`src/rtl/decimal_trie_key_lookup_defines.svh`:
```
// Assertion macros shared by the decimal trie key lookup RTL.
`ifndef DECIMAL_TRIE_KEY_LOOKUP_DEFINES_SVH
`define DECIMAL_TRIE_KEY_LOOKUP_DEFINES_SVH

// Same-cycle implication, disabled while in reset.
`define DTK_ASSERT_IMPLIES(label, clk, rst_n, pre, post, msg) \
    label: assert property (@(posedge clk) disable iff (!rst_n) (pre) |-> (post)) \
        else $error(msg);

// Next-cycle implication, disabled while in reset.
`define DTK_ASSERT_NEXT(label, clk, rst_n, pre, post, msg) \
    label: assert property (@(posedge clk) disable iff (!rst_n) (pre) |=> (post)) \
        else $error(msg);

`endif

```
`src/rtl/dtk_pkg.sv`:
```
// Shared constants, types and helper functions of the decimal trie key lookup.
`timescale 1ns / 1ps

package dtk_pkg;

    localparam int NODE_COUNT = 1024;
    localparam int ID_BITS    = 16;
    localparam int RADIX      = 10;
    localparam int NODE_BITS  = $clog2(NODE_COUNT);
    localparam int USED_BITS  = $clog2(NODE_COUNT + 1);
    localparam int DIGIT_W    = 4;
    localparam int ACCT_W     = 16;
    localparam int STATUS_W   = 2;

    typedef logic [STATUS_W-1:0] status_t;
    localparam status_t ST_OK   = 2'd0;
    localparam status_t ST_MISS = 2'd1;
    localparam status_t ST_FULL = 2'd2;

    localparam logic CMD_INSERT = 1'b0;
    localparam logic CMD_FIND   = 1'b1;

    typedef logic [NODE_BITS-1:0] node_t;
    typedef logic [RADIX-1:0][NODE_BITS-1:0] row_t;

    typedef struct packed {
        logic               valid;
        logic [ID_BITS-1:0] id;
    } id_entry_t;

    typedef struct packed {
        logic      row_rd_en;
        node_t     row_rd_addr;
        logic      row_wr_en;
        node_t     row_wr_addr;
        row_t      row_wr_data;
        logic      id_rd_en;
        node_t     id_rd_addr;
        logic      id_wr_en;
        node_t     id_wr_addr;
        id_entry_t id_wr_data;
    } store_req_t;

    typedef struct packed {
        row_t      row_rd_data;
        id_entry_t id_rd_data;
    } store_rsp_t;

    typedef struct packed {
        logic              valid;
        status_t           status;
        logic [ACCT_W-1:0] found_id;
    } result_t;

    function automatic logic [ID_BITS-1:0] id_from_acct(input logic [ACCT_W-1:0] acct);
        logic [ID_BITS+ACCT_W-1:0] wide;
        wide = {{ID_BITS{1'b0}}, acct};
        return wide[ID_BITS-1:0];
    endfunction

    function automatic logic [ACCT_W-1:0] acct_from_id(input logic [ID_BITS-1:0] id);
        logic [ID_BITS+ACCT_W-1:0] wide;
        wide = {{ACCT_W{1'b0}}, id};
        return wide[ACCT_W-1:0];
    endfunction

endpackage

```
`src/rtl/dtk_if.sv`:
```
// Valid/ready channel interfaces for key digits and lookup results.
`timescale 1ns / 1ps

interface dtk_digit_if;
    import dtk_pkg::*;

    logic              valid;
    logic              ready;
    logic              cmd;
    logic [DIGIT_W-1:0] digit;
    logic              last_digit;
    logic [ACCT_W-1:0] account_id;

    modport source (output valid, cmd, digit, last_digit, account_id, input ready);
    modport sink   (input valid, cmd, digit, last_digit, account_id, output ready);
endinterface


```
`src/rtl/dtk_walk_ctrl.sv`:
```
// Trie walk sequencer: clearing pass, per-digit link read-modify-write, result build.
`timescale 1ns / 1ps

module dtk_walk_ctrl (
    input  logic                clk,
    input  logic                rst_n,
    dtk_digit_if.sink           key_digit,
    output dtk_pkg::store_req_t store_req,
    input  dtk_pkg::store_rsp_t store_rsp,
    output dtk_pkg::result_t    res,
    input  logic                res_take
);
    import dtk_pkg::*;

    typedef enum logic [1:0] {
        S_CLEAR,
        S_IDLE,
        S_WALK,
        S_RES
    } state_t;

    state_t                state_reg;
    node_t                 clear_cnt_reg;
    node_t                 cursor_reg;
    logic [USED_BITS-1:0]  nodes_used_reg;
    status_t               key_failed_reg;
    status_t               res_status_reg;
    logic                  res_use_id_reg;

    logic                  cmd_reg;
    logic [DIGIT_W-1:0]    digit_reg;
    logic                  last_reg;
    logic [ACCT_W-1:0]     acct_reg;

    logic                  digit_ok;
    node_t                 link;
    node_t                 next_node;
    logic                  alloc;
    status_t               walk_fail;
    status_t               fail_now;
    row_t                  new_row;
    logic                  id_store;
    logic                  id_fetch;

    // Walk one link of the current node.
    always_comb
    begin
        digit_ok  = digit_reg < DIGIT_W'(RADIX);
        link      = '0;
        next_node = cursor_reg;
        alloc     = 1'b0;
        walk_fail = ST_OK;
        new_row   = store_rsp.row_rd_data;
        if (digit_ok)
        begin
            link = store_rsp.row_rd_data[digit_reg];
        end
        if (key_failed_reg == ST_OK)
        begin
            priority if (!digit_ok)
            begin
                walk_fail = ST_MISS;
            end
            else if (link != '0)
            begin
                next_node = link;
            end
            else if (cmd_reg == CMD_FIND)
            begin
                walk_fail = ST_MISS;
            end
            else if (nodes_used_reg == USED_BITS'(NODE_COUNT))
            begin
                walk_fail = ST_FULL;
            end
            else
            begin
                alloc     = 1'b1;
                next_node = nodes_used_reg[NODE_BITS-1:0];
                new_row[digit_reg] = nodes_used_reg[NODE_BITS-1:0];
            end
        end
        fail_now = (key_failed_reg != ST_OK) ? key_failed_reg : walk_fail;
        id_store = (state_reg == S_WALK) && last_reg && (fail_now == ST_OK)
                   && (cmd_reg == CMD_INSERT);
        id_fetch = (state_reg == S_WALK) && last_reg && (fail_now == ST_OK)
                   && (cmd_reg == CMD_FIND);
    end

    // Memory requests.
    always_comb
    begin
        store_req.row_rd_en   = (state_reg == S_IDLE);
        store_req.row_rd_addr = cursor_reg;
        store_req.row_wr_en   = (state_reg == S_CLEAR) || ((state_reg == S_WALK) && alloc);
        store_req.row_wr_addr = (state_reg == S_CLEAR) ? clear_cnt_reg : cursor_reg;
        store_req.row_wr_data = (state_reg == S_CLEAR) ? '0 : new_row;
        store_req.id_rd_en    = id_fetch;
        store_req.id_rd_addr  = next_node;
        store_req.id_wr_en    = (state_reg == S_CLEAR) || id_store;
        store_req.id_wr_addr  = (state_reg == S_CLEAR) ? clear_cnt_reg : next_node;
        if (state_reg == S_CLEAR)
        begin
            store_req.id_wr_data = '0;
        end
        else
        begin
            store_req.id_wr_data.valid = 1'b1;
            store_req.id_wr_data.id    = id_from_acct(acct_reg);
        end
    end

    assign key_digit.ready = (state_reg == S_IDLE);

    // Result of the key; a find reads its status from the fetched id entry.
    always_comb
    begin
        res.valid    = (state_reg == S_RES);
        res.status   = res_status_reg;
        res.found_id = '0;
        if (res_use_id_reg)
        begin
            if (store_rsp.id_rd_data.valid)
            begin
                res.status   = ST_OK;
                res.found_id = acct_from_id(store_rsp.id_rd_data.id);
            end
            else
            begin
                res.status = ST_MISS;
            end
        end
    end

    always_ff @(posedge clk or negedge rst_n)
    begin
        if (!rst_n)
        begin
            state_reg      <= S_CLEAR;
            clear_cnt_reg  <= '0;
            cursor_reg     <= '0;
            nodes_used_reg <= USED_BITS'(1);
            key_failed_reg <= ST_OK;
            res_status_reg <= ST_OK;
            res_use_id_reg <= 1'b0;
        end
        else
        begin
            unique case (state_reg)
                S_CLEAR:
                begin
                    clear_cnt_reg <= clear_cnt_reg + 1'b1;
                    if (clear_cnt_reg == NODE_BITS'(NODE_COUNT - 1))
                    begin
                        state_reg <= S_IDLE;
                    end
                end
                S_IDLE:
                begin
                    if (key_digit.valid)
                    begin
                        state_reg <= S_WALK;
                    end
                end
                S_WALK:
                begin
                    if (alloc)
                    begin
                        nodes_used_reg <= nodes_used_reg + 1'b1;
                    end
                    if (last_reg)
                    begin
                        cursor_reg     <= '0;
                        key_failed_reg <= ST_OK;
                        res_status_reg <= fail_now;
                        res_use_id_reg <= id_fetch;
                        state_reg      <= S_RES;
                    end
                    else
                    begin
                        cursor_reg     <= next_node;
                        key_failed_reg <= fail_now;
                        state_reg      <= S_IDLE;
                    end
                end
                S_RES:
                begin
                    if (res_take)
                    begin
                        state_reg <= S_IDLE;
                    end
                end
                default:
                begin
                    state_reg <= S_IDLE;
                end
            endcase
        end
    end

    // Hold the accepted digit for its walk cycle.
    always_ff @(posedge clk)
    begin
        if (key_digit.valid && key_digit.ready)
        begin
            cmd_reg   <= key_digit.cmd;
            digit_reg <= key_digit.digit;
            last_reg  <= key_digit.last_digit;
            acct_reg  <= key_digit.account_id;
        end
    end

endmodule

```
`src/flat_wrapper.sv`:
```
// flat-port wrapper written by rule: the top's interface ports become plain ports
module dtk_walk_ctrl_flat import dtk_pkg::*;
  (clk, rst_n, store_req, store_rsp, res, res_take, key_digit_valid, key_digit_cmd, key_digit_digit, key_digit_last_digit, key_digit_account_id, key_digit_ready);
  dtk_digit_if key_digit_i ();
  input  logic clk;
  input  logic rst_n;
  output dtk_pkg::store_req_t store_req;
  input  dtk_pkg::store_rsp_t store_rsp;
  output dtk_pkg::result_t res;
  input  logic res_take;
  input wire logic [$bits(key_digit_i.valid)-1:0] key_digit_valid;
  input wire logic [$bits(key_digit_i.cmd)-1:0] key_digit_cmd;
  input wire logic [$bits(key_digit_i.digit)-1:0] key_digit_digit;
  input wire logic [$bits(key_digit_i.last_digit)-1:0] key_digit_last_digit;
  input wire logic [$bits(key_digit_i.account_id)-1:0] key_digit_account_id;
  output wire logic [$bits(key_digit_i.ready)-1:0] key_digit_ready;
  assign key_digit_i.valid = key_digit_valid;
  assign key_digit_i.cmd = key_digit_cmd;
  assign key_digit_i.digit = key_digit_digit;
  assign key_digit_i.last_digit = key_digit_last_digit;
  assign key_digit_i.account_id = key_digit_account_id;
  assign key_digit_ready = key_digit_i.ready;
  dtk_walk_ctrl u_core (.clk(clk), .rst_n(rst_n), .key_digit(key_digit_i), .store_req(store_req), .store_rsp(store_rsp), .res(res), .res_take(res_take));
endmodule
```
`config.mk`:
```
export PLATFORM = sky130hd
export DESIGN_NAME = dtk_walk_ctrl_flat
export DESIGN_NICKNAME = d
export VERILOG_FILES = /design/src/rtl/decimal_trie_key_lookup_defines.svh /design/src/rtl/dtk_pkg.sv /design/src/rtl/dtk_if.sv /design/src/rtl/dtk_walk_ctrl.sv /design/src/flat_wrapper.sv
export SDC_FILE = /design/constraint.sdc
export NUM_CORES = 1
export LEC_CHECK = 0
export BUFFER_PORTS_ARGS = -buffer_cell sky130_fd_sc_hd__buf_4
export CAP_MARGIN = 20
export CORE_AREA = 4 4 125 127
export CTS_CLUSTER_SIZE = 40
export DETAILED_ROUTE_END_ITERATION = 7
export DIE_AREA = 0 0 129 131
export GPL_ROUTABILITY_DRIVEN = 0
export GPL_TIMING_DRIVEN = 0
export PLACE_DENSITY = 0.75
export SYNTH_ARGS = -nofsm -noshare
export SYNTH_HDL_FRONTEND = slang
export SYNTH_SLANG_ARGS = --single-unit
```
`constraint.sdc`:
```
create_clock -name clk -period 3.1 [get_ports clk]
set_input_delay 0.31 -clock clk [delete_from_list [all_inputs] [get_ports clk]]
set_output_delay 0.31 -clock clk [all_outputs]
set_load 0.01 [all_outputs]
```
**Yosys cells after proc, flatten, opt, wreduce, memory -nomap -nowiden**

Index checks and enable logic that the tools add are counted.

- Register bits after elaboration: 60
- Input bits: 143
- Output and inout port bits: 181

- Add/sub/neg operators: 2
- $lt $le $gt $ge: 3
- Equality and inequality tests: 8
- Multiplexer cells: 41
- Bitwise gates (word level): 1
- Reduce and logical (&&, ||, !) cells: 17

Operators by type and width:

| kind | count |
|---|---|
| 100-bit two-way mux | 6 |
| 10-bit two-way mux | 11 |
| 100-bit bitwise mux | 1 |
| 10-bit binary-select mux with 4-bit select | 1 |
| 10-bit demux with 4-bit select | 1 |
| 2-bit two-way mux | 11 |
| 18-bit two-way mux | 1 |
| 17-bit two-way mux | 1 |
| 16-bit two-way mux | 1 |
| 11-bit by 1-bit adder with 11-bit output (second input constant) | 1 |
| 11-bit equality test (second input constant) | 1 |
| 10-bit by 1-bit adder with 10-bit output (second input constant) | 1 |
| 10-bit equality test (second input constant) | 1 |
| 10-bit nonzero test | 1 |
| 2-bit one-hot mux with 4 select lines | 1 |
| 1-bit logical AND | 7 |
| 2-bit zero test | 3 |
| 1-bit two-way mux | 6 |
| 4-bit by 5-bit < comparator with 1-bit output (second input constant) | 1 |
| 2-bit equality test (second input constant) | 2 |
| 4-bit by 1-bit >= comparator with 1-bit output (second input constant) | 1 |
| 4-bit < comparator (second input constant) | 1 |
| 2-bit != test (second input constant) | 2 |
| 2-bit AND reduction | 2 |
| 6 further kinds | 7 |

**Logic depth before layout (Yosys ltp)**

- Depth in word-level cells: 12
- Depth in mapped cells: 14
- Gate-level depth less buffers: 8

**Least setup slack after synthesis**

OpenSTA, ideal clock, no wires.

- Path kind: register to output
- From: reg u_core.digit_reg[0]
- To: out store_req[25] (netlist bit)
- Arrival: 2.746 ns
- Required time: 2.790 ns
- Path slack: 0.044 ns
- Cell stages (with the launch flop): 13
- Buffers on the path: 4
- Path through: edfxtp_1 -> buf_6 -> buf_6 -> mux2_4 -> a2111oi_2 -> a31oi_1 -> a2111oi_0 -> and3_2 -> and3_1 -> clkbuf_2 -> buf_6 -> a221o_1 -> mux2_2

RTL lines:

| what | RTL line | source |
|---|---|---|
| start, declared | dtk_walk_ctrl.sv:31 | `logic [DIGIT_W-1:0] digit_reg;` |
| start signal, assigned | dtk_walk_ctrl.sv:207 | `digit_reg <= key_digit.digit;` |
| end, declared | flat_wrapper.sv:7 | `output dtk_pkg::store_req_t store_req;` |

==> reports/metrics.cfg <==
[run_status]
status=complete, but fails checks
violations=negative setup slack

[clock_network]
numCtsBuffers=9
path_clk_slew_ns=0.06
h-tree-depth=3
clockRootBuffer=clkbuf_16
cts_tree=built
clock_sinks=60
ctsLongestPathBuffers=2
clock_latency_ns=0.33

[place]
place_ws_ns=-0.573
dp_hpwl_um=20900
port-buffer-count=323

[synthesis]
synth_edf_count=22
synth.cell_area_um2=5540
synth_seq_area_share_pct=29.1
synthTopCellsByArea=dfrtp_1 (17%), a31oi_1 (12%), edfxtp_1 (12%), nor2_1 (8.3%), mux2_2 (5.9%)
synth.avg_cell_area_um2=8.22
syn_nets=824
synth_top_area_cell=dfrtp_1
ys_seq_elements=60
synth.distinct_cells=55
syn_inst=673
async_flop_share_pct=63.3
synth.most_common_cell=nor2_1
synth_top_area_share_pct=16.7
ys_top_cells_by_count=nor2_1 (122), a31oi_1 (109), dfrtp_1 (37)
ys.flop_type=dfrtp_1
ys_warn_count=0

[floorplan]
fp.dieW_um=129
boundaryPins=324
dieArea_um2=16900
core.rowCount=44
die_height_um=131
initial_core_util_pct=38.4
core_um2=14400

[final_layout]
drive_gt1_share_pct=47.7
finalNetCount=1196
final_core_util_pct=65.5
antenna_cells=0
fillers=1213
largest_reg_flops=16
area_growth_pct=70.6

[grt]
grt_pass1_wl_um=41100
grt_usage_pct=31.5
antenna_found_initial=0
grt_start_max_net_pins=39
grt_pass1_vias=7088
grt.overflow.total=0

[critical_path]
criticalPathCategory=reg -> out
slowest_stage=a2111oi_1
end_kind=output port
arrival_ns=3.56
cp_max_fo=8
path_common_cell=buf_12
critPathMaxStageDelay_ns=0.49
cp-start-kind=register
cp_data_required_time_ns=2.79
cp_cell_sequence=buf_6 -> buf_12 -> buf_4 -> mux2_4 -> a2111oi_1 -> a31oi_2 -> a21oi_1 -> and3_4 -> and4b_1 -> buf_6 -> buf_12 -> buf_8 -> buf_12 -> a31oi_1 -> nor2_1 -> buf_4

[routing]
routed_wl_um=28300
wl_met2_um=12900
ant_nets=0
wl_per_cell_um=22.9
drc=0
dr_total_vias=7519
wl_met1_um=10400
first_iter_violations=795
first_pass_iters=6
drt-vias-per-instance=6.09
dr.max_layer_used=met4
wl_met3_um=3850

[timing]
setup_viol=134
fin_tns_setup_ns=-76.53
hold_viol=0
clock_skew_ns=0.00718
slew_headroom_pct=19.1
rsz0062_at_grt=yes
layout_min_cycle_time_ns=3.87
finalMaxSlewViolations=0
min_period_over_period_pct=125
worst_slew_pin_slew_ns=1.21
worst_slack_ns=-0.767
fmax_ghz=0.259

[job]
max_cap_viol_count=0

[power]
vdd_drop_max_v=0.000293
leakage_nw=4.35
powerDensity_nw_per_um2=226

[worst_hold_path]
hold_path.class=in -> reg

## cell type report
| cell class | count | area (um2) | share of cell area (%) |
|---|---|---|---|
| sequential | 60 | 1610 | 17.1 |
| clock inverter | 7 | 58.8 | 0.623 |
| multi-input combinational | 530 | 3880 | 41.1 |
| timing repair buffer | 363 | 2930 | 31.0 |
| buffer | 65 | 453 | 4.80 |
| inverter | 16 | 60.1 | 0.636 |
| tap | 184 | 230 | 2.44 |
| clock buffer | 9 | 225 | 2.38 |
## final timing paths
kind                                          startpoint                       end  slack [ns]  depth (start not counted)
worst max register to register       u_core.digit_reg[0]  u_core.nodes_used_reg[8]       -0.10                         14
worst min register to register  u_core.res_status_reg[1]  u_core.res_status_reg[1]        0.48                          2
worst max-delay path                 u_core.digit_reg[0]            store_req[133]       -0.77                         16
worst min-delay path             key_digit_account_id[5]        u_core.acct_reg[5]        0.15                          1
min in group asynchronous                          rst_n   u_core.clear_cnt_reg[8]        0.49                          2
max in group asynchronous                          rst_n  u_core.nodes_used_reg[0]        2.24                          2
## kinds of logic after synthesis
kind of cell | after synthesis | synth area share [%]
fa+ha+maj | 8 | 1.81
mux | 59 | 13.2
simple gates | 244 | 21.1
flops | 60 | 29.1
compound gates | 199 | 23.6
xor+xnor | 19 | 3.01
buf+inv | 84 | 8.14
## per-layer routing
layer  global-route usage (%)  vias to the layer above
li1                         -                     3267
met1                     40.0                     3506
met2                     50.2                      636
met3                     10.4                      110
met4                     11.4                        0
met5                        0                        -
## repair_timing
| item | in CTS | in global routing |
|---|---|---|
| cloned | 5 | 1 |
| endpoints found under the hold margin | 37 | 0 |
| setup endpoints to repair | 134 | 147 |
| buffers inserted | 31 | 5 |
| hold buffers | 1 | 0 |
| pin swaps | 36 | 31 |
| gates resized for setup | 88 | 50 |
## worst max-delay path, delay by kind of cell (launching register included)
family                 cells  cell delay (ns)
buffers and inverters      8             1.07
AOI/OAI and AO/OA          4             0.86
and+or+nand+nor            3             0.59
DFF                        1             0.38
muxes                      1             0.32
## report_power, final
part           switching [mW]  internal, mW
clock                   0.403         0.551
sequential           0.000957         0.824
combinational           0.147         0.208
total                   0.552          1.58
## stage by stage
step                      instance area (um2)  power (mW)  instances  hold slack (ns)
after global placement                   8190        1.15       1180            0.313
after CTS                                9200        2.12       1232            0.146
after global routing                     9450        2.21       1234            0.138
after floorplan                          5540       0.937        673           0.0144
after detailed placement                 8200        1.15       1181            0.318
final                                    9450        2.13       1234            0.151
## cells in the final DEF, fill, tap and decap left out, types with 7 or more instances in the layout
master / synthesis / final
dfrtp_1: 37 / 37
mux2i_1: 21 / 21
clkbuf_16: 0 / 10
nand4_1: 7 / 7
buf_6: 11 / 36
clkbuf_1: 35 / 31
ha_1: 8 / 8
mux4_2: 8 / 8
and2_1: 10 / 9
buf_4: 8 / 332
a221o_1: 8 / 8
edfxtp_1: 22 / 22
nor2_1: 122 / 116
mux2_2: 29 / 21
a31oi_4: 0 / 10
nor2b_1: 20 / 18
inv_1: 16 / 16
a21oi_1: 18 / 17
nand2_1: 25 / 20
a31oi_1: 109 / 97
mux2_4: 1 / 9
o21ai_0: 22 / 14
and3_1: 27 / 26
xnor2_1: 14 / 14
nand3_1: 7 / 7
(Power assumes the default switching activity.)
